$ cat config.mk
export PLATFORM = sky130hd
export DESIGN_NAME = acg_ram
export DESIGN_NICKNAME = d
export VERILOG_FILES = /design/src/sv/acg_ram.sv
export SDC_FILE = /design/constraint.sdc
export NUM_CORES = 1
export LEC_CHECK = 0
export ABC_AREA = 1
export BUFFER_PORTS_ARGS = -buffer_cell sky130_fd_sc_hd__buf_2
export CAP_MARGIN = 5
export CORE_ASPECT_RATIO = 0.75
export CORE_MARGIN = 3
export CORE_UTILIZATION = 47
export DETAILED_ROUTE_END_ITERATION = 10
export GPL_TIMING_DRIVEN = 1
export PLACE_DENSITY = 0.64
export SLEW_MARGIN = 20
export SYNTH_ARGS = -nofsm -noshare
export SYNTH_HDL_FRONTEND = slang
export SYNTH_SLANG_ARGS = --single-unit
$ cat constraint.sdc
create_clock -name clk_i -period 1.2 [get_ports clk_i]
set_input_delay 0.06 -clock clk_i [delete_from_list [all_inputs] [get_ports clk_i]]
set_output_delay 0.06 -clock clk_i [all_outputs]
set_load 0.02 [all_outputs]
$ cat src/sv/acg_ram.sv
// Generic single-write, single-read RAM with registered read data.
module acg_ram #(
  parameter int WIDTH = 8,
  parameter int DEPTH = 16
) (
  input  logic                                        clk_i,
  input  logic                                        we_i,
  input  logic [((DEPTH > 1) ? $clog2(DEPTH) : 1)-1:0] waddr_i,
  input  logic [WIDTH-1:0]                            wdata_i,
  input  logic [((DEPTH > 1) ? $clog2(DEPTH) : 1)-1:0] raddr_i,
  output logic [WIDTH-1:0]                            rdata_o
);

  logic [WIDTH-1:0] mem_q [DEPTH];

  // Write port and registered read port.
  always_ff @(posedge clk_i) begin
    if (we_i) begin
      mem_q[waddr_i] <= wdata_i;
    end
    rdata_o <= mem_q[raddr_i];
  end

endmodule

Word-level counts from Yosys, hierarchy flattened
Memories as Yosys holds them, arrays and structs flattened. A register that Yosys moved wholly into a read port is not among the register bits. Index checks and enable logic that the tools add are counted.

Add/sub/neg operators: 0. Multipliers: 0. Div/mod/pow operators: 0. Order comparisons: 0. Equal/unequal tests: 0. Shift-type cells: 0. Mux-type cells: 2. Bitwise gates (word level): 0. Reduce and logical (&&, ||, !) cells: 0.

Operators by type and width (number): 1-bit 2-to-1 mux (2).

Register bits after elaboration: 0. Bits in latches: 0. Bits in writable memories: 128. ROM bits: 0. Output and inout bits: 8. Word-level logic and storage cells: 3. Memories kept: 1.

Memory list: mem_q (words 16, bits a word 8, rd ports 1, clocked after Yosys merged registers in 1, write ports 1, RTL line 14) `logic [WIDTH-1:0] mem_q [DEPTH];`.

Longest topological paths before layout
Gate-level depths: netlist (run 1).

Word-level depth: 2. Gate-level depth with buffers: 8. Gate-level depth less buffers: 7.

Least setup slack after synthesis (run 1)
No wires, ideal clock.

Path type: input -> register. Start: in waddr_i[2] (netlist bit). End: mem mem_q[10][0] (enable). Library setup time: 0.370 ns. Arrival time: 0.641 ns. Required time: 0.830 ns. Slack: 0.189 ns. Cell stages on the path: 2. Cell sequence: nand3b_1 -> nor2_1.

RTL lines: start, declared (RTL line 8) `input logic [((DEPTH > 1) ? $clog2(DEPTH) : 1)-1:0] waddr_i,`; end, declared (RTL line 14).

Straight into the memory's write port.

==> results of run 1 <==
-- logic make-up (layout without fill, tap and decap cells) --
family,Yosys count,in the layout
flip-flops,136,136
AND/OR/NAND/NOR,289,289
buffers and inverters,126,183
-- cells in the mapped netlist --
master	count
nand2_1	173
edfxtp_1	128
inv_1	100
nand3_1	97
nor2_1	17
buf_2	13
dfxtp_1	8
buf_6	6
buf_4	4
inv_2	2
nand3b_1	2
buf_1	1
-- how the worst max path moves through the flow --
| stage | start | to | slack [ps] | cells past startpoint |
|---|---|---|---|---|
| floorplan | waddr_i[2] | mem_q[10][0] | 190 | 2 |
| global placement | raddr_i[0] | rdata_o[0] | 70 | 8 |
| detailed placement | raddr_i[0] | rdata_o[0] | 70 | 8 |
| CTS | mem_q[7][0] | rdata_o[0] | 150 | 6 |
| global route | mem_q[4][4] | rdata_o[4] | 70 | 6 |
| finish | mem_q[7][0] | rdata_o[0] | 150 | 6 |
-- routing by layer --
| metal | up-vias | global-route usage (%) | part of all wire, % |
|---|---|---|---|
| met4 | 0 | 6.01 | 1.4 |
| li1 | 1859 | - | - |
| met1 | 1833 | 31.5 | 46 |
| met2 | 177 | 30.5 | 44 |
| met5 | - | 0 | 0 |
| met3 | 17 | 5.56 | 8.8 |
-- cell type report --
class,count,area [um^2],share of cell area (%)
well taps,162,203,2.99
flip-flops and latches,136,4000,59.0
clock inverters,12,183,2.69
inverters,102,383,5.64
repair buffers,51,370,5.46
multi-input cells,289,1210,17.9
clock buffers,18,429,6.32
-- worst register-to-register path, delay by kind of cell, from the launching register on --
family	cells	cell delay, ps
buf+inv	1	60
flops	1	360
simple gates	5	520
-- power by group through the flow --
| stage | Clock, uW | Combinational [uW] | Sequential (uW) |
|---|---|---|---|
| final | 5420 | 722 | 5350 |
| after global placement | 0 | 708 | 5440 |
| after floorplan | 0 | 375 | 5470 |
| after CTS | 5490 | 722 | 5350 |
| after global routing | 5740 | 798 | 5350 |
| after detailed placement | 0 | 713 | 5440 |
-- sequential cells by signal, indices dropped and copies added (netlist names) --
register,count
mem_q,128
rdata_o,8
-- metrics by stage --
stage / total power [uW] / cells
after CTS: 11600 / 770
after floorplan: 5850 / 551
after global placement: 6150 / 740
final: 11500 / 770
after detailed placement: 6160 / 740
after global routing: 11900 / 770
-- layout by cell type (no fill, tap or decap) --
| cell type | count |
|---|---|
| nor2_1 | 17 |
| nand2_1 | 173 |
| clkbuf_16 | 17 |
| buf_2 | 25 |
| clkinv_1 | 2 |
| inv_1 | 100 |
| buf_4 | 22 |
| clkinv_2 | 5 |
| nand3b_1 | 2 |
| dfxtp_1 | 8 |
| nand3_1 | 97 |
| edfxtp_1 | 128 |
| bufinv_16 | 5 |
| inv_2 | 2 |
| clkbuf_1 | 1 |
| buf_12 | 4 |
==> flow_metrics.env, run 1 <==
export IMPL_result_of_the_run="completed"
export IMPL_fmaxAchievable_ghz=0.953
export IMPL_sequentialPowerShare_pct=46.5
export IMPL_detail_route_iter0_violations=481
export IMPL_syn_mean_instance_area_um2=10.5
export IMPL_initial_core_util_pct=48.9
export IMPL_cts_hold_buffers=0
export IMPL_fin_worst_skew_ps=5.48
export IMPL_yosys_area_share_simple_pct=21.0
export IMPL_postCtsSetupBuffers=0
export IMPL_worst_setup_path_end_kind="flop"
export IMPL_cts_path_max_buffers=2
export IMPL_final_setup_tns_ps=0
export IMPL_grt_setup_unrepaired="no"
export IMPL_timing_critical_path_from_type="flop"
export IMPL_crit_path_frequent_cell="nand3_1"
export IMPL_placementRows=34
export IMPL_grt_start_max_net_pins=49
export IMPL_cts_made_buffers=17
export IMPL_io_pin_count=26
export IMPL_hpwl_after_detailed_placement_mm=8.41
export IMPL_worst_hold_path_endpoint="rdata_o[3]"
export IMPL_netSwitchingPower_uw=2340
export IMPL_hold_path_cell_count=3
export IMPL_synth_compound_area_share_pct=0
export IMPL_mappedNetlistNets=569
export IMPL_syn_instance_count=551
export IMPL_final_period_utilization_pct=87.5
export IMPL_clock_tree_root_cell="clkbuf_16"
export IMPL_ys_warnings_count=0
export IMPL_place_area_um2=6170
export IMPL_synth_cell_area_um2=5770
export IMPL_cts_tree="built"
export IMPL_rr_startpoint="mem_q[7][0]"
export IMPL_power_per_cell_area_nw_per_um2=1690
export IMPL_adder_cell_share_of_the_synthesized_area_pct=0
export IMPL_clock_latency_ps=400
export IMPL_yosys_cell_types_count=12
export IMPL_worst_pin_slew_ps=549
export IMPL_combPwrFrac_pct=6.3
export IMPL_relSlewSlack_pct=63.4
export IMPL_area_growth_pct=17.7
export IMPL_clock_sinks=136
export IMPL_clockPowerShare_pct=47.2
export IMPL_xor_xnor_cell_area_share_of_the_yosys_netlist_pct=0
export IMPL_reg2regPathDepth=6
export IMPL_synth_top_cell_by_area="edfxtp_1"
export IMPL_hp_class="input port to flop"
export IMPL_antenna_found_initial=0
export IMPL_finish_net_count=615
export IMPL_dieArea_um2=13600
export IMPL_p_leak_uw=0.00297
export IMPL_place_worst_setup_slack_ps=67.9
export IMPL_place_congestion=0.864
export IMPL_reg2reg_to="rdata_o[0]"
export IMPL_coreArea_um2=11800
export IMPL_setup_reg_to_reg_worst_slack_ps=150
export IMPL_htree_num_levels=4
export IMPL_synth_top_cells_by_area="edfxtp_1, nand2_1, nand3_1"
export IMPL_final_design_area_no_fill_um2=6790
export IMPL_crit_family="simple AND/OR/NAND/NOR gates"
export IMPL_die_height_um=102
export IMPL_cell_internal_power_uw=9150
export IMPL_vias_in_the_first_global_route=3691
export IMPL_synth_top_family_by_area="simple AND/OR/NAND/NOR gates"
export IMPL_max_cap_viol_count=0
export IMPL_synth_mux_area_share_pct=0
export IMPL_min_from="raddr_i[3]"
export IMPL_setup_violations=0
export IMPL_die_width_um=134
export IMPL_worst_path_max_delay_cell="edfxtp_1"
export IMPL_routed_via_count=3886
export IMPL_slew_violations=0
export IMPL_global_route_wire_length_before_repair_mm=20.8
export IMPL_post_cts_resized_instances=0
export IMPL_cp_cell_sequence="inv_1 -> nand2_1 -> nand3_1 -> nand3_1 -> nand3_1 -> nand2_1"
export IMPL_final_core_occ_pct=57.6
export IMPL_critical_path_max_stage_delay_ps=360
export IMPL_min_period_ps=1050
export IMPL_overflow=0
export IMPL_worst_setup_path_type="flop to flop"
export IMPL_grt_use_total_pct=21.0
export IMPL_ir_worst_vdd_v=0.00103
export IMPL_synth_seq_area_share_pct=69.4
export IMPL_buffer_ports_inserted=25
export IMPL_synth_ff_latch_count=136
export IMPL_hold_ws_ps=22.8
export IMPL_cts_reportedPaths_clkPinSlew_ps=60
export IMPL_critical_path_required_ps=1490
export IMPL_fin_ws_ps=150
export IMPL_detailedRoute_firstPassIterationCount=5
export IMPL_cp_data_arrival_time_ps=1340
export IMPL_wp_buf_inv=1
export IMPL_post_synth_top_area_fraction_pct=66.7
export IMPL_diodes_inserted=0
export IMPL_netSwitchingFraction_pct=20.4
export IMPL_vias_per_cell=5.05
export IMPL_postRouteWirelength_mm=13.3
export IMPL_final_antenna_net_count=0
export IMPL_maximum_net_fanout_on_the_critical_path=1
export IMPL_drcViolationCount=0
export IMPL_layout_drive_gt1_share_pct=13.2
export IMPL_detail_route_wl_per_cell_um=17.3
export IMPL_nFillCells=985
export IMPL_final_count_of_hold_timing_violations=0
No activity file was read; power rests on OpenSTA's default activity.
==> run 2: changes to the inputs <==
Settings changed: CORE_MARGIN 3 to default, MAX_ROUTING_LAYER from default to met4, TNS_END_PERCENT from default to 10.
==> run 2 against run 1 <==
Effect of this change:
- clock-buffer cell count up 5
- combinational power down 2%
- worst hold slack better by 10 ps
- critical endpoint is now rdata_o[0]
- critical path type is now flop to output port
- critical path depth decreased by 5
- non-clock buffer count increased by 1
- worst setup slack worse by 6.3 ps
- cell count is 0.39% higher
- sequential share of layout area is 0.26 points higher
- cell area decreased by 0.44%
- sequential power about the same
==> flow_metrics.env, run 2 (synthesis gave the netlist of run 1 again) <==
export IMPL_ir_worst_vdd_v=0.00108
export IMPL_buffer_ports_inserted=25
export IMPL_timing_critical_path_from_type="flop"
export IMPL_hpwl_after_detailed_placement_mm=8.29
export IMPL_grt_use_total_pct=23.2
export IMPL_final_period_utilization_pct=88.0
export IMPL_number_of_flip_flops_under_the_largest_register_name=128
export IMPL_clock_sinks=136
export IMPL_top_register="mem_q"
export IMPL_place_inst=741
export IMPL_netSwitchingFraction_pct=21.4
export IMPL_final_setup_tns_ps=0
export IMPL_fin_ws_ps=144
export IMPL_path_depth=1
export IMPL_die_width_um=130
export IMPL_combPwrFrac_pct=6.4
export IMPL_slew_violations=0
export IMPL_cp_data_arrival_time_ps=1000
export IMPL_vias_per_cell=4.93
export IMPL_min_period_ps=1060
export IMPL_rr_startpoint="mem_q[2][1]"
export IMPL_grt_setup_unrepaired="no"
export IMPL_cts_tree="built"
export IMPL_critPathLaunch="rdata_o[0]"
export IMPL_met1_track_demand_over_resource_in_global_routing_pct=34.9
export IMPL_die_height_um=97.9
export IMPL_global_route_wire_length_before_repair_mm=20.4
export IMPL_worst_path_max_delay_cell="dfxtp_1"
export IMPL_worst_pin_slew_ps=403
export IMPL_antenna_found_initial=0
export IMPL_detailedRoute_firstPassIterationCount=5
export IMPL_nFillCells=1012
export IMPL_netSwitchingPower_uw=2340
export IMPL_final_count_of_hold_timing_violations=0
export IMPL_crit_family="flip-flops"
export IMPL_clockPowerShare_pct=44.6
export IMPL_post_cts_resized_instances=0
export IMPL_dieArea_um2=12700
export IMPL_final_non_filler_cells=773
export IMPL_top_usage_layer="met1"
export IMPL_mostFrequentLayoutCells="nand2_1, edfxtp_1, inv_1"
export IMPL_setup_violations=0
export IMPL_cts_reportedPaths_clkPinSlew_ps=60
export IMPL_groute_layer_met2_usage_pct=31.1
export IMPL_area_growth_pct=17.1
export IMPL_setup_reg_to_reg_worst_slack_ps=200
export IMPL_max_cap_viol_count=0
export IMPL_worst_setup_path_type="flop to output port"
export IMPL_hp_class="input port to flop"
export IMPL_critical_path_max_stage_delay_ps=400
export IMPL_cts_path_max_buffers=2
export IMPL_io_pin_count=26
export IMPL_vias_in_the_first_global_route=3577
export IMPL_reg2regPathDepth=6
export IMPL_reg2reg_to="rdata_o[1]"
export IMPL_postCtsSetupBuffers=0
export IMPL_mostFrequentLayoutCell="nand2_1"
export IMPL_cts_made_buffers=17
export IMPL_fmaxAchievable_ghz=0.947
export IMPL_maximum_net_fanout_on_the_critical_path=1
export IMPL_detail_route_iter0_violations=421
export IMPL_cell_internal_power_uw=8570
export IMPL_sequentialPowerShare_pct=49.0
export IMPL_cts_hold_buffers=0
export IMPL_cp_cell_sequence="buf_2"
export IMPL_final_antenna_net_count=0
export IMPL_fin_worst_skew_ps=7.66
export IMPL_final_core_occ_pct=57.3
export IMPL_p_leak_uw=0.00295
export IMPL_worst_setup_path_end_kind="output port"
export IMPL_drcViolationCount=0
export IMPL_finish_net_count=616
export IMPL_detail_route_wl_per_cell_um=16.7
export IMPL_initial_core_util_pct=48.9
export IMPL_postRouteWirelength_mm=12.9
export IMPL_grt_met3_usage_pct=5.86
export IMPL_place_worst_setup_slack_ps=50.9
export IMPL_placementRows=34
export IMPL_worst_setup_path_endpoint="rdata_o[0]"
export IMPL_htree_num_levels=4
export IMPL_reg_top3="mem_q: 128 flops, rdata_o: 8 flops"
export IMPL_wp_buf_inv=1
export IMPL_overflow=0
export IMPL_clock_tree_root_cell="clkbuf_16"
export IMPL_coreArea_um2=11800
export IMPL_relSlewSlack_pct=73.1
export IMPL_critical_path_required_ps=1140
export IMPL_grt_start_max_net_pins=43
export IMPL_place_congestion=0.838
export IMPL_clock_latency_ps=410
export IMPL_layout_drive_gt1_share_pct=13.6
export IMPL_result_of_the_run="completed"
export IMPL_routed_via_count=3809
export IMPL_diodes_inserted=0
export IMPL_power_per_cell_area_nw_per_um2=1620
-- run 2: worst register-to-register path: cells and delay by family, from the launching register on --
kind / cells / cell delay [ps]
AND/OR/NAND/NOR: 6 / 510
flip-flops: 1 / 360
-- run 2: per-layer routing --
layer  up-vias  part of all wire (%)  wire (um)
met4         0                  0.98        127
met2       157                    42       5480
met5         -                     0          0
met3        14                   9.5       1230
li1       1869                     -          -
met1      1769                    47       6090
-- run 2: power by group through the flow --
stage	combinational (uW)	sequential (uW)	clock (uW)
finish	704	5350	4860
global route	781	5360	5130
CTS	710	5350	4920
detailed placement	706	5440	0
global placement	693	5440	0
floorplan	375	5470	0
-- run 2: cell type report --
class	instances	area, um^2	share of cell area [%]
clock buffer	23	488	7.22
clock inverter	9	73.8	1.09
inverter	102	383	5.67
multi-input combinational	289	1210	18.0
sequential	136	4000	59.3
tap	162	203	3.00
timing repair buffer	52	390	5.78
-- run 2: worst min-delay path by stage --
| stage | startpoint | to | slack [ps] | depth (start not counted) |
|---|---|---|---|---|
| after global routing | wdata_i[7] | mem_q[3][7] | 30 | 1 |
| after detailed placement | wdata_i[7] | mem_q[0][7] | 460 | 1 |
| after global placement | wdata_i[7] | mem_q[0][7] | 460 | 1 |
| final | wdata_i[7] | mem_q[0][7] | 30 | 1 |
| after CTS | wdata_i[7] | mem_q[0][7] | 20 | 1 |
| after floorplan | wdata_i[0] | mem_q[0][0] | 160 | 0 |
-- run 2: metrics by stage --
| step | total power [uW] | instance area, um^2 | hold slack, ps |
|---|---|---|---|
| global route | 11300 | 6760 | 25.4 |
| finish | 10900 | 6760 | 32.8 |
| floorplan | 5850 | 5770 | 159 |
| detailed placement | 6150 | 6190 | 461 |
| global placement | 6130 | 6190 | 458 |
| CTS | 11000 | 6760 | 24.2 |
==> run 3: changes to the inputs <==
Settings changed: CTS_BUF_LIST from default to sky130_fd_sc_hd__clkbuf_8, SETUP_SLACK_MARGIN from default to 0.15.
==> run 3 against run 2 <==
Effect of this change:
- global-route usage grew 0.15 points
- clock power decreased by 28%
- critical path depth unchanged
- fmax rose by 3.1%
- register-to-register slack hardly changed
- worst hold slack lost 2.0 ps
- via count is 0.81% higher
- largest cell class unchanged
==> flow_metrics.env, run 3 (synthesis gave the netlist of run 1 again) <==
export IMPL_final_count_of_hold_timing_violations=0
export IMPL_hp_class="input port to flop"
export IMPL_routed_via_count=3840
export IMPL_multiInputGateArea_um2=1220
export IMPL_hold_path_cell_count=1
export IMPL_die_height_um=97.9
export IMPL_cts_reportedPaths_clkPinSlew_ps=70
export IMPL_final_setup_tns_ps=0
export IMPL_vias_in_the_first_global_route=3568
export IMPL_max_cap_viol_count=0
export IMPL_setup_reg_to_reg_worst_slack_ps=200
export IMPL_reg_top3="mem_q: 128 flops, rdata_o: 8 flops"
export IMPL_reg2regPathDepth=6
export IMPL_drcViolationCount=0
export IMPL_final_design_area_no_fill_um2=6610
export IMPL_final_antenna_net_count=0
export IMPL_nFillCells=1035
export IMPL_postRouteWirelength_mm=13.1
export IMPL_layout_drive_gt1_share_pct=14.2
export IMPL_worst_pin_slew_ps=404
export IMPL_htree_num_levels=4
export IMPL_coreArea_um2=11800
export IMPL_grt_use_total_pct=23.3
export IMPL_ir_worst_vdd_v=0.000863
export IMPL_hold_ws_ps=30.8
export IMPL_worst_setup_path_type="flop to output port"
export IMPL_detail_route_iter0_violations=481
export IMPL_worst_path_max_delay_cell="dfxtp_2"
export IMPL_grt_start_max_net_pins=43
export IMPL_number_of_flip_flops_under_the_largest_register_name=128
export IMPL_mostFrequentLayoutCell="nand2_1"
export IMPL_die_width_um=130
export IMPL_global_route_wire_length_before_repair_mm=20.3
export IMPL_mostFrequentLayoutCells="nand2_1, edfxtp_1, inv_1"
export IMPL_worst_setup_path_end_kind="output port"
export IMPL_timing_critical_path_from_type="flop"
export IMPL_cp_cell_sequence="buf_4"
export IMPL_critical_path_required_ps=1140
export IMPL_finish_net_count=619
export IMPL_clock_latency_ps=440
export IMPL_area_growth_pct=14.6
export IMPL_area_sequential_um2=4010
export IMPL_maximum_net_fanout_on_the_critical_path=1
export IMPL_cts_path_max_buffers=2
export IMPL_place_area_um2=6190
export IMPL_buffer_ports_inserted=25
export IMPL_path_depth=1
export IMPL_setup_violations=0
export IMPL_dieArea_um2=12700
export IMPL_top_register="mem_q"
export IMPL_detail_route_wl_per_cell_um=16.9
export IMPL_crit_family="flip-flops"
export IMPL_antenna_found_initial=0
export IMPL_io_pin_count=26
export IMPL_hpwl_after_detailed_placement_mm=8.29
export IMPL_critical_path_max_stage_delay_ps=370
export IMPL_clock_tree_root_cell="clkbuf_8"
export IMPL_wp_buf_inv=1
export IMPL_cts_made_buffers=17
export IMPL_min_period_ps=1020
export IMPL_vias_per_cell=4.95
export IMPL_initial_core_util_pct=48.9
export IMPL_p_leak_uw=0.00289
export IMPL_diodes_inserted=0
export IMPL_cp_data_arrival_time_ps=960
export IMPL_final_period_utilization_pct=85.4
export IMPL_grt_setup_unrepaired="yes"
export IMPL_cts_tree="built"
export IMPL_result_of_the_run="completed"
export IMPL_power_per_cell_area_nw_per_um2=1450
export IMPL_placementRows=34
export IMPL_clock_sinks=136
export IMPL_overflow=0
export IMPL_fmaxAchievable_ghz=0.976
export IMPL_detailedRoute_firstPassIterationCount=5
export IMPL_place_congestion=0.838
export IMPL_slew_violations=0
export IMPL_relSlewSlack_pct=73.0
export IMPL_fin_worst_skew_ps=8.73
run 3: path summary, 6_finish.rpt:
kind	startpoint	to
setup / recovery	rdata_o[0]	rdata_o[0]
hold / removal	wdata_i[5]	mem_q[2][5]
setup reg to reg	mem_q[8][1]	rdata_o[1]
hold reg to reg	mem_q[10][0]	rdata_o[0]
run 3: area by class of cell:
| type | instances | area share, % |
|---|---|---|
| well taps | 162 | 3.07 |
| inverters | 102 | 5.79 |
| repair buffers | 55 | 6.44 |
| clock buffers | 21 | 4.37 |
| flip-flops and latches | 136 | 60.6 |
| clock inverters | 11 | 1.23 |
| multi-input cells | 289 | 18.5 |
run 3: power by group:
part           switching, uW  leakage [uW]  internal, uW
registers               34.8       0.00122          5310
clock network           1690      0.000197          1810
logic                    489       0.00147           232
total                   2210       0.00289          7350
run 3: metal layers:
metal	track usage, %	vias to the layer above	wire [um]
met4	7.96	0	157
met5	-	-	0
li1	-	1868	-
met2	30.9	163	5550
met3	5.04	15	1170
met1	35.3	1794	6240
run 3: timing repair:
item                                    4_1_cts  5_1_grt
buffers inserted                              0        0
gates resized for setup                       3        3
hold buffers                                  3        0
endpoints found under the setup margin        2        2
hold endpoints to repair                     38        0
run 3: stage by stage:
step / cells / total power (uW) / util (%) / setup slack (ps)
after CTS: 776 / 9590 / 56.0 / 137
after global placement: 741 / 6130 / 52.6 / 79.9
after detailed placement: 741 / 6150 / 52.6 / 50.9
final: 776 / 9560 / 56.1 / 175
after global routing: 776 / 9880 / 56.1 / 144
after floorplan: 551 / 5850 / - / 189
