**src/sv/acg_pkg.sv**
```systemverilog
// Shared constants, types and helper functions of the ACK credit gate.
package acg_pkg;

  // Pending queue geometry.
  localparam int QUEUE_DEPTH = 32;
  localparam int QIDX_W      = (QUEUE_DEPTH > 1) ? $clog2(QUEUE_DEPTH) : 1;
  localparam int QCNT_W      = $clog2(QUEUE_DEPTH + 1);
  localparam int MAX_RELEASE = 32;
  localparam int REL_W       = $clog2(MAX_RELEASE + 1);

  // Field widths.
  localparam int TRIG_W  = 20;
  localparam int TAG_W   = 16;
  localparam int LEN_W   = 16;
  localparam int TOS_W   = 8;
  localparam int RTT_W   = 20;
  localparam int TIME_W  = 32;
  localparam int TOK_W   = 24;
  localparam int TRAF_W  = 32;
  localparam int SUM_W   = 40;
  localparam int CNT_W   = 24;
  localparam int RATE_W  = 17;
  localparam int ENTRY_W = TRIG_W + TAG_W;
  localparam int OP_W    = 2;
  localparam int KIND_W  = 3;
  localparam int CFG_IDX_W  = 3;
  localparam int CFG_DATA_W = 24;
  localparam int IN_DATA_W  = 112;
  localparam int OUT_DATA_W = 40;

  // Congestion-experienced TOS value.
  localparam logic [TOS_W-1:0] CE_TOS = 8'h03;

  // Operation codes.
  localparam logic [OP_W-1:0] OP_OUTGOING = 2'd0;
  localparam logic [OP_W-1:0] OP_INCOMING = 2'd1;
  localparam logic [OP_W-1:0] OP_TICK     = 2'd2;

  // Result kinds.
  localparam logic [KIND_W-1:0] KIND_PASSED   = 3'd0;
  localparam logic [KIND_W-1:0] KIND_QUEUED   = 3'd1;
  localparam logic [KIND_W-1:0] KIND_DROPPED  = 3'd2;
  localparam logic [KIND_W-1:0] KIND_RELEASED = 3'd3;
  localparam logic [KIND_W-1:0] KIND_UPDATE   = 3'd4;

  // Configuration register indexes.
  localparam logic [CFG_IDX_W-1:0] CFG_BUCKET  = 3'd0;
  localparam logic [CFG_IDX_W-1:0] CFG_MIN_RTT = 3'd1;
  localparam logic [CFG_IDX_W-1:0] CFG_MAX_RTT = 3'd2;
  localparam logic [CFG_IDX_W-1:0] CFG_ALPHA   = 3'd3;
  localparam logic [CFG_IDX_W-1:0] CFG_AVG_TP  = 3'd4;

  // Shared divider sizes.
  localparam int DIV_NW    = 57;
  localparam int DIV_DW    = 33;
  localparam int DIV_CNT_W = $clog2(DIV_NW + 1);

  typedef struct packed {
    logic              start;
    logic [DIV_NW-1:0] num;
    logic [DIV_DW-1:0] den;
  } div_req_t;

  typedef struct packed {
    logic              done;
    logic [DIV_NW-1:0] quot;
  } div_rsp_t;

  // Token addition saturating at the counter maximum.
  function automatic logic [TOK_W-1:0] tok_add(input logic [TOK_W-1:0] tok,
                                               input logic [TRIG_W-1:0] add);
    logic [TOK_W:0] s;
    s = {1'b0, tok} + (TOK_W+1)'(add);
    tok_add = s[TOK_W] ? {TOK_W{1'b1}} : s[TOK_W-1:0];
  endfunction

  // True when the free credit covers the trigger volume.
  function automatic logic credit_ok(input logic [TOK_W-1:0] bucket,
                                     input logic [TOK_W-1:0] tok,
                                     input logic [TRIG_W-1:0] trig);
    logic [TOK_W-1:0] cr;
    cr = (bucket > tok) ? (bucket - tok) : '0;
    credit_ok = (cr >= TOK_W'(trig));
  endfunction

endpackage

```
**src/sv/acg_div.sv**
```systemverilog
// Iterative restoring divider, one quotient bit per cycle.
module acg_div
  import acg_pkg::*;
(
  input  logic     clk_i,
  input  logic     rst_ni,
  input  div_req_t req_i,
  output div_rsp_t rsp_o
);

  logic                 busy_q, busy_d;
  logic                 done_q, done_d;
  logic [DIV_CNT_W-1:0] cnt_q, cnt_d;
  logic [DIV_NW-1:0]    nq_q, nq_d;
  logic [DIV_DW-1:0]    rem_q, rem_d;
  logic [DIV_DW-1:0]    den_q, den_d;
  logic [DIV_DW:0]      trial;
  logic                 ge;

  // One subtract-and-compare step; the numerator shifts out as quotient bits shift in.
  always_comb begin
    trial  = {rem_q, nq_q[DIV_NW-1]};
    ge     = (trial >= {1'b0, den_q});
    busy_d = busy_q;
    done_d = 1'b0;
    cnt_d  = cnt_q;
    nq_d   = nq_q;
    rem_d  = rem_q;
    den_d  = den_q;
    if (req_i.start) begin
      busy_d = 1'b1;
      cnt_d  = DIV_CNT_W'(DIV_NW);
      nq_d   = req_i.num;
      rem_d  = '0;
      den_d  = req_i.den;
    end else if (busy_q) begin
      rem_d = ge ? DIV_DW'(trial - {1'b0, den_q}) : DIV_DW'(trial);
      nq_d  = {nq_q[DIV_NW-2:0], ge};
      cnt_d = cnt_q - 1'b1;
      if (cnt_q == DIV_CNT_W'(1)) begin
        busy_d = 1'b0;
        done_d = 1'b1;
      end
    end
  end

  always_ff @(posedge clk_i or negedge rst_ni) begin
    if (!rst_ni) begin
      busy_q <= 1'b0;
      done_q <= 1'b0;
      cnt_q  <= '0;
    end else begin
      busy_q <= busy_d;
      done_q <= done_d;
      cnt_q  <= cnt_d;
    end
  end

  always_ff @(posedge clk_i) begin
    nq_q  <= nq_d;
    rem_q <= rem_d;
    den_q <= den_d;
  end

  assign rsp_o.done = done_q;
  assign rsp_o.quot = nq_q;

endmodule

```
**config.mk**
```make
export PLATFORM = sky130hd
export DESIGN_NAME = acg_div
export DESIGN_NICKNAME = d
export VERILOG_FILES = /design/src/sv/acg_pkg.sv /design/src/sv/acg_div.sv
export SDC_FILE = /design/constraint.sdc
export NUM_CORES = 1
export LEC_CHECK = 0
export ABC_CLOCK_PERIOD_IN_PS = 3000
export BUFFER_PORTS_ARGS = -buffer_cell sky130_fd_sc_hd__buf_2
export CORE_MARGIN = 10
export CORE_UTILIZATION = 37
export DETAILED_ROUTE_END_ITERATION = 12
export PLACE_DENSITY = 0.65
export SYNTH_ARGS = -nofsm -noshare
export SYNTH_HDL_FRONTEND = slang
export SYNTH_SLANG_ARGS = --single-unit
export TNS_END_PERCENT = 1
```
**constraint.sdc**
```tcl
create_clock -name clk_i -period 3 [get_ports clk_i]
set_input_delay 0.45 -clock clk_i [delete_from_list [all_inputs] [get_ports clk_i]]
set_output_delay 0.45 -clock clk_i [all_outputs]
set_load 0.03 [all_outputs]
```
Word-level counts from Yosys, hierarchy flattened
Index checks and enable logic that the tools add are counted.
{ "word_totals": {"latchBits": 0, "ramBits": 0, "register_bits": 131, "memories": 0, "word_cells": 22, "in_bits": 93, "output_inout_bits": 58, "mem_bits_ro": 0} }
{ "op_classes": {"shift": 0, "bitwise": 0, "div_mod_pow": 0, "n_mux": 11, "n_reduce_logical": 1, "n_lt_le_gt_ge": 1, "multipliers": 0, "add_sub_neg": 2, "eq_ne": 1} }
{ "op_table": {"columns": ["cell", "n"], "rows": [
  ["57-bit 2-to-1 mux", 2],
  ["34-bit by 33-bit >= comparator with 1-bit output", 1],
  ["33-bit 2-to-1 mux", 1],
  ["33-bit subtractor", 1],
  ["6-bit 2-to-1 mux", 2],
  ["6-bit by 1-bit == test with 1-bit output, second input constant", 1],
  ["1-bit 2-to-1 mux", 6],
  ["6-bit by 1-bit subtractor with 6-bit output, second input constant", 1],
  ["2-bit nonzero test", 1]
]} }

Logic depth before layout (Yosys ltp)
Gate-level depths: netlist of run 1.
{ "depth": {"word_depth": 4, "mapped_depth": 14, "depth_no_buf": 12} }

Worst setup path after synthesis of run 1
No wires, ideal clock.
{ "synth_timing": {"kind": "reg-to-reg", "start": "register nq_q[56]", "end": "register nq_q[0] (data pin)", "synth_period_minus_slack_ns": 3.136, "stages_incl_launch_ff": 13, "n_path_buf": 1, "setup_slack_ns": -0.136, "t_required_ns": 2.740, "t_arrival_ns": 2.876, "setup_time_ns": 0.260, "cell_sequence": "edfxtp_1 > inv_1 > ha_1 > inv_1 > fa_1 > a211oi_2 > o21ai_1 > nand3_1 > a31oi_2 > a2111oi_4 > nor2_2 > buf_2 > mux2_2"} }
{ "synth_via": {"elab_chain_cells": 3} }
{ "synth_lines": {"columns": ["item", "line", "rtl"], "rows": [
  ["start, declared", "acg_div.sv:14", "logic [DIV_NW-1:0] nq_q, nq_d;"],
  ["start signal, assigned", "acg_div.sv:60", "nq_q <= nq_d;"],
  ["34-bit by 33-bit >= comparator with 1-bit output", "acg_div.sv:23", "ge = (trial >= {1'b0, den_q});"],
  ["57-bit 2-to-1 mux", "acg_div.sv:36", "end else if (busy_q) begin"],
  ["57-bit 2-to-1 mux", "acg_div.sv:30", "if (req_i.start) begin"],
  ["net nq_d[0]", "acg_div.sv:14", null]
]} }
The timed path passes the listed nets, and every way through them passes these cells. The select of a mux whose other input is x is not followed.
A chain may end at the register's enable or synchronous reset.

Final worst setup path of run 1
{ "layout_timing": {"start": "register nq_q[56]", "end": "register rem_q[16]"} }
{ "layout_via": {"elab_chain_cells": 2, "elab_cells_between_ends": 3, "cone_classes": "add/sub: 1; order compare: 1; mux: 1"} }
{ "layout_lines": {"columns": ["item", "line", "rtl"], "rows": [
  ["33-bit subtractor or 34-bit by 33-bit >= comparator with 1-bit output (tied branches)", "acg_div.sv:37, acg_div.sv:23", null],
  ["33-bit 2-to-1 mux (*)", "acg_div.sv:37", "rem_d = ge ? DIV_DW'(trial - {1'b0, den_q}) : DIV_DW'(trial);"],
  ["end signal, assigned", "acg_div.sv:61", "rem_q <= rem_d;"],
  ["end, declared", "acg_div.sv:15", "logic [DIV_DW-1:0] rem_q, rem_d;"]
]} }
Mark *: on every way between the ends. The rest lies on a longest branch, timed or not.

==> out/metrics.cfg, run 1 <==
[cts]
cts_tree = yes
htreeDepth = 4
clk_latency_ps = 420
cts.clk_slew.worst_paths_ps = 70
cts_inserted_buffers = 17
cts.sinks = 131
clockBufferDepth = 2
clockRootBuffer = clkbuf_16

[placed_design]
place.gp.congestion = 0.866
dpl.hpwl_um = 14800
placed_area_sq_um = 8520
port-buffer-count = 150
pre_cts_ws_ps = -18.8

[worst_setup_path]
crit_fanout = 7
path_cells = inv_2 > ha_4 > inv_2 > fa_2 > a211oi_4 > o21ai_2 > nand3_2 > a31oi_4 > a2111oi_4 > or2_4 > buf_6 > nand2_2 > a311oi_2
slowest_stage = a2111oi_4
path_buf_inv = 3
crit_type = reg -> reg
reg2reg_slack_ps = 90
cpPeakStageDelay_ps = 450
critPathTopFamily = compound AO/OA/AOI/OAI gates
worst_setup_path_start_kind = flop
endpoint_kind = flop
crit_arrival_ps = 3240
cp_data_required_time_ps = 3330
cpMostUsedCell = inv_2

[run]
maxCapViolations = 0

[sta]
slew_viol_final = 0
hold_violations = 0
worst_pin_slew_ps = 737
fmaxAchievable_mhz = 343
setup_tns_ps = 0
period_share_pct = 97.1
relSlewSlack_pct = 50.9
setup_viol = 0
setup_ws_ps = 86.2
rsz0062_at_grt = true
period_minus_slack_ps = 2910
worst_clock_skew_ps = 14.9

[global_routing]
grt_max_degree = 83
grt_usage_pct = 15.2
grt_pass1_wl_um = 31600
antenna_found_initial = 5
grt_pass1_vias = 5965
grt_overflow_total = 0

[synthesis]
synthAdderAreaFrac_pct = 6.27
synth_nets = 801
syn_inst = 672
synth_seq_cells = 131
yosys_warnings = 0
syn-cell-area_sq_um = 7310
synth_edf_count = 90
synth-xor-area-share_pct = 3.48
synthMuxAreaShare_pct = 9.60
ys_types = 68
synth-simple-area-share_pct = 11.6
synth_compound_area_share_pct = 15.6
synth_ff_type = edfxtp_1
avgSynthCellArea_sq_um = 10.9
synth.yosys.seq_area_share_pct = 48.8
async_reset_ff_share_pct = 6.11
synth_top_family_by_area = compound AO/OA/AOI/OAI gates

[detailed_routing]
avgViaCountPerCell = 5.13
post_drt_wl_per_cell_um = 17.9
route.vias.total = 5783
firstDrtPassIters = 5
drc_errors = 0
wl_um = 20200
drt_iter0_drc = 289
ant_nets = 0

[cells_and_area]
synthToLayoutAreaGrowth_pct = 27.5
drive_above_1_share_pct = 37.6
fill_cells = 1795
fin_area_sq_um = 9320
final_util_pct = 47.9
final_cell_mix = buf_2 (149), edfxtp_1 (90), nand2_1 (62), mux2_2 (57), nor2_1 (46)
final_common_cell = buf_2
num-nets-final = 977

[floorplan]
initial_core_util_pct = 37.6
dieArea_sq_um = 25800
pin_count = 151
dieHeight_um = 161
core_sq_um = 19500
die_width_um = 161
num_rows = 51

[power_and_ir_drop]
powerDensity_nw_per_um2 = 541
peakVddDrop_mv = 0.420
power_leakage_nw = 4.00
p_total_mw = 5.04

[worst_hold_path]
holdCritPathClass = in -> reg

[run_status]
status = finished, final reports clean

## kinds of logic after synthesis
| group | count (synthesis) |
|---|---|
| XOR/XNOR | 29 |
| flip-flops | 131 |
| buffers and inverters | 77 |
| adder cells (fa/ha/maj) | 36 |
| AND/OR/NAND/NOR | 182 |
| AO/OA/AOI/OAI | 154 |
| multiplexers | 63 |
## where the power goes
group          internal, mW  leakage (nW)  switching (mW)
clock network          1.27         0.305           0.904
registers              2.08          1.28          0.0671
logic                 0.287          2.42           0.438
## synthesized netlist by cell type, drive strengths merged, types with 10 or more instances
cell type / count / area (sq um)
edfxtp: 90 / 2700
nand2: 68 / 260
mux2: 57 / 642
inv: 47 / 176
nor2: 47 / 179
a21oi: 39 / 203
ha: 35 / 438
dfxtp: 33 / 661
o21ai: 33 / 165
a311oi: 21 / 272
xnor2: 21 / 184
clkbuf: 20 / 75.1
a21o: 15 / 113
nor3: 13 / 65.1
nand3: 12 / 60.1
buf: 10 / 85.1
## layout make-up
cell class                      count  area, sq um  share of cell area, %
Clock inverter                     15          190                   2.04
Clock buffer                       17          425                   4.57
Inverter                           47          176                   1.89
Timing Repair Buffer              187         1110                   11.9
Tap cell                          265          332                   3.56
Multi-Input combinational cell    464         3510                   37.7
Antenna cell                        1         2.50                 0.0269
Sequential cell                   131         3560                   38.3
## sequential cells by signal, indices dropped and copies added, names as in the netlist
register  cells
busy_q        1
nq_q         57
cnt_q         6
rem_q        33
den_q        33
done_q        1
## per-stage QoR
step / hold slack, ps / instances
2_1_floorplan: 154 / 672
4_1_cts: 180 / 1122
3_5_place_dp: 312 / 1088
3_3_place_gp: 304 / 1088
6_report: 198 / 1127
5_1_grt: 180 / 1126
## metal layers
| metal | track usage (%) | share of wire (%) | up-vias |
|---|---|---|---|
| met5 | 0 | 0.30 | - |
| met4 | 4.84 | 1.7 | 10 |
| met3 | 8.54 | 11 | 34 |
| met2 | 23.1 | 45 | 183 |
| met1 | 17.7 | 42 | 2714 |
| li1 | - | - | 2842 |
## worst paths after layout
| path | start | to | cells past startpoint |
|---|---|---|---|
| max reg2reg | nq_q[56]$_DFFE_PP_ | rem_q[16]$_SDFFE_PP0P_ | 13 |
| min reg2reg | rem_q[29]$_SDFFE_PP0P_ | rem_q[29]$_SDFFE_PP0P_ | 2 |
| max in group asynchronous | rst_ni | busy_q$_DFF_PN0_ | 2 |
| min in group asynchronous | rst_ni | cnt_q[0]$_DFFE_PN0P_ | 2 |
| max | nq_q[56]$_DFFE_PP_ | rem_q[16]$_SDFFE_PP0P_ | 13 |
| min | req_i[23] | den_q[23]$_DFFE_PP_ | 1 |
## what timing repair did
item	CTS	global route
pin swaps	1	16
buffers inserted	1	2
setup endpoints to repair	2	34
hold buffers	1	0
hold endpoints to repair	8	0
gates resized for setup	2	21
gates cloned	0	2
Power figures use the tool's default switching activity.
==> run 2, diff against run 1 <==
--- a/config.mk
+++ b/config.mk
@@ -5,12 +5,11 @@
 export SDC_FILE = /design/constraint.sdc
 export NUM_CORES = 1
 export LEC_CHECK = 0
-export ABC_CLOCK_PERIOD_IN_PS = 3000
+export ABC_CLOCK_PERIOD_IN_PS = 3130
 export BUFFER_PORTS_ARGS = -buffer_cell sky130_fd_sc_hd__buf_2
-export CORE_MARGIN = 10
 export CORE_UTILIZATION = 37
 export DETAILED_ROUTE_END_ITERATION = 12
-export PLACE_DENSITY = 0.65
+export PLACE_DENSITY = 0.63
 export SYNTH_ARGS = -nofsm -noshare
 export SYNTH_HDL_FRONTEND = slang
 export SYNTH_SLANG_ARGS = --single-unit
==> constraint.sdc (replaced) <==
create_clock -name clk_i -period 3.13 [get_ports clk_i]
set_input_delay 0.4695 -clock clk_i [delete_from_list [all_inputs] [get_ports clk_i]]
set_output_delay 0.4695 -clock clk_i [all_outputs]
set_load 0.03 [all_outputs]
==> out/metrics.cfg, run 2 (synthesis results as in run 1) <==
[run_status]
status = finished, final reports clean

[cells_and_area]
fin_area_sq_um = 9030  ; -3.1%
drive_above_1_share_pct = 34.6  ; -3.1 points
largest_register = nq_q
final_cell_mix = buf_2 (149), edfxtp_1 (90), nand2_1 (66), mux2_2 (57)
top_regs = nq_q (57), den_q (33), rem_q (33)
synthToLayoutAreaGrowth_pct = 23.5
n_antenna_cell = 0  ; -1
final_common_cell = buf_2
num-nets-final = 958  ; -1.9%
final_util_pct = 46.5  ; -1.3 points
fill_cells = 1864  ; +3.8%
largest_reg_flops = 57  ; unchanged

[power_and_ir_drop]
seq_power_share_pct = 43.6  ; +1.1 points
pwr-share-clk_pct = 42.4  ; -0.7 points
p_total_mw = 4.71  ; -6.6%
switchingPower_mw = 1.28  ; -9.4%
powerDensity_nw_per_um2 = 522  ; -3.6%
peakVddDrop_mv = 0.437  ; +4.0%
power_leakage_nw = 3.86  ; -3.6%
comb_power_share_pct = 14.0  ; -0.4 points
p_int_mw = 3.43  ; -5.5%
swShare_pct = 27.1  ; -0.83 points

[worst_hold_path]
holdCritPathClass = in -> reg

[worst_setup_path]
cp-endpoint = nq_q[0]$_DFFE_PP_
crit_type = reg -> reg
r2r_start = nq_q[56]$_DFFE_PP_
reg2reg_depth = 12  ; -1
endpoint_kind = flop
cp_data_required_time_ps = 3300  ; -30 ps
reg2reg_slack_ps = 150  ; +70 ps
crit_arrival_ps = 3150  ; -90 ps
startpoint = nq_q[56]$_DFFE_PP_
crit_fanout = 16  ; +9
worst_setup_path_start_kind = flop
rr_endpoint = nq_q[0]$_DFFE_PP_

[floorplan]
dieHeight_um = 143  ; -11%
initial_core_util_pct = 37.7  ; +0.12 points
die_width_um = 143  ; -11%
num_rows = 51  ; unchanged
pin_count = 151  ; unchanged
dieArea_sq_um = 20300  ; -21%
core_sq_um = 19400  ; -0.33%

[cts]
cts_tree = yes
post_cts_buffers = 0  ; -1
clockRootBuffer = clkbuf_16
clockBufferDepth = 2  ; unchanged
htreeDepth = 4  ; unchanged
cts.clk_slew.worst_paths_ps = 60  ; about the same
cts.sinks = 131  ; unchanged
clk_latency_ps = 420  ; about the same
cts_inserted_buffers = 17  ; unchanged

[detailed_routing]
route.vias.total = 5620  ; -2.8%
wl_um = 18000  ; -11%
drc_errors = 0  ; unchanged
drt_iter0_drc = 323  ; +12%
ant_nets = 0  ; unchanged
post_drt_wl_per_cell_um = 16.3  ; -9.3%
avgViaCountPerCell = 5.08  ; -1.1%
firstDrtPassIters = 4  ; -1

[sta]
worst_clock_skew_ps = 11.1  ; -3.73 ps
hold_violations = 0  ; unchanged
period_share_pct = 95.1  ; -2.0 points
slew_viol_final = 0  ; unchanged
setup_viol = 0  ; unchanged
period_minus_slack_ps = 2980  ; +62.8 ps
relSlewSlack_pct = 51.0  ; +0.13 points
holdWs_ps = 220  ; +22.1 ps
worst_pin_slew_ps = 735  ; -1.91 ps
fmaxAchievable_mhz = 336  ; -2.1%
setup_tns_ps = 0  ; unchanged

[placed_design]
dpl.hpwl_um = 12800  ; -13%
placed_area_sq_um = 8370  ; -1.8%
place.gp.congestion = 0.826  ; -4.6%
port-buffer-count = 150  ; unchanged

[global_routing]
grt_usage_pct = 18.5  ; +3.3 points
grt_overflow_total = 0  ; unchanged
grt_pass1_wl_um = 28800  ; -9.0%
grt_pass1_vias = 5506  ; -7.7%
antenna_found_initial = 0  ; -5
grt_max_degree = 94  ; +13%

[run]
maxCapViolations = 0  ; unchanged

[run 2: cell types whose count changed in the layout (fill, tap and decap cells not counted), moves of 3 or more]
cell,before,now
buf_4,31,14
nand2_2,6,2
nand2_1,62,66
inv_6,3,6
inv_8,5,0
[run 2: worst max-delay path, stage by stage (launching register included)]
cell and delay (ps):
edfxtp_1 380, inv_1 90, ha_1 160, inv_1 50, fa_2 370, a211oi_2 250, o21ai_2 100, nand3_1 140
a31oi_4 150, a2111oi_4 450, nor2_2 90, buf_4 220, mux2_2 280
[run 2: worst min-delay path by stage]
| stage | startpoint | endpoint | cells past startpoint | slack (ps) |
|---|---|---|---|---|
| after floorplan | rst_ni | busy_q$_DFF_PN0_ | 0 | 170 |
| after global placement | rst_ni | done_q$_DFF_PN0_ | 1 | 320 |
| after detailed placement | rst_ni | done_q$_DFF_PN0_ | 1 | 330 |
| after CTS | req_i[21] | den_q[21]$_DFFE_PP_ | 1 | 200 |
| after global routing | req_i[18] | den_q[18]$_DFFE_PP_ | 1 | 200 |
| final | req_i[21] | den_q[21]$_DFFE_PP_ | 1 | 220 |
[run 2: final cells by class]
class | count | area [sq um] | share of cell area, %
sequential | 131 | 3560 | 39.5
multi-input combinational | 464 | 3440 | 38.1
timing repair buffer | 168 | 936 | 10.4
clock buffer | 18 | 429 | 4.75
tap | 265 | 332 | 3.67
inverter | 47 | 176 | 1.95
clock inverter | 14 | 151 | 1.68
[run 2: timing repair]
item                       4_1_cts  5_1_grt
hold buffers                     1        0
resized for setup                0       10
setup endpoints to repair        0       27
hold endpoints to repair         8        0
[run 2: routing by layer]
layer	vias up	part of all wire [%]	wire, um	GRT usage [%]
met5	-	0	0	0
met4	0	1.1	193	5.60
met3	12	7.1	1270	5.72
met2	167	46	8270	29.5
met1	2641	46	8270	23.8
li1	2800	-	-	-
[run 2: power by group through the flow]
stage / combinational, mW / sequential, mW / clock (mW)
after floorplan: 0.286 / 2.23 / 0
after global placement: 0.655 / 2.09 / 0
after detailed placement: 0.659 / 2.09 / 0
after CTS: 0.662 / 2.06 / 2.04
after global routing: 0.715 / 2.07 / 2.09
final: 0.659 / 2.05 / 2.00
[run 2: per-stage QoR]
stage | instances | setup slack (ps)
floorplan | 672 | 47.7
global placement | 1073 | 167
detailed placement | 1073 | 97.9
CTS | 1106 | 56.5
global route | 1107 | -7.32
finish | 1107 | 153
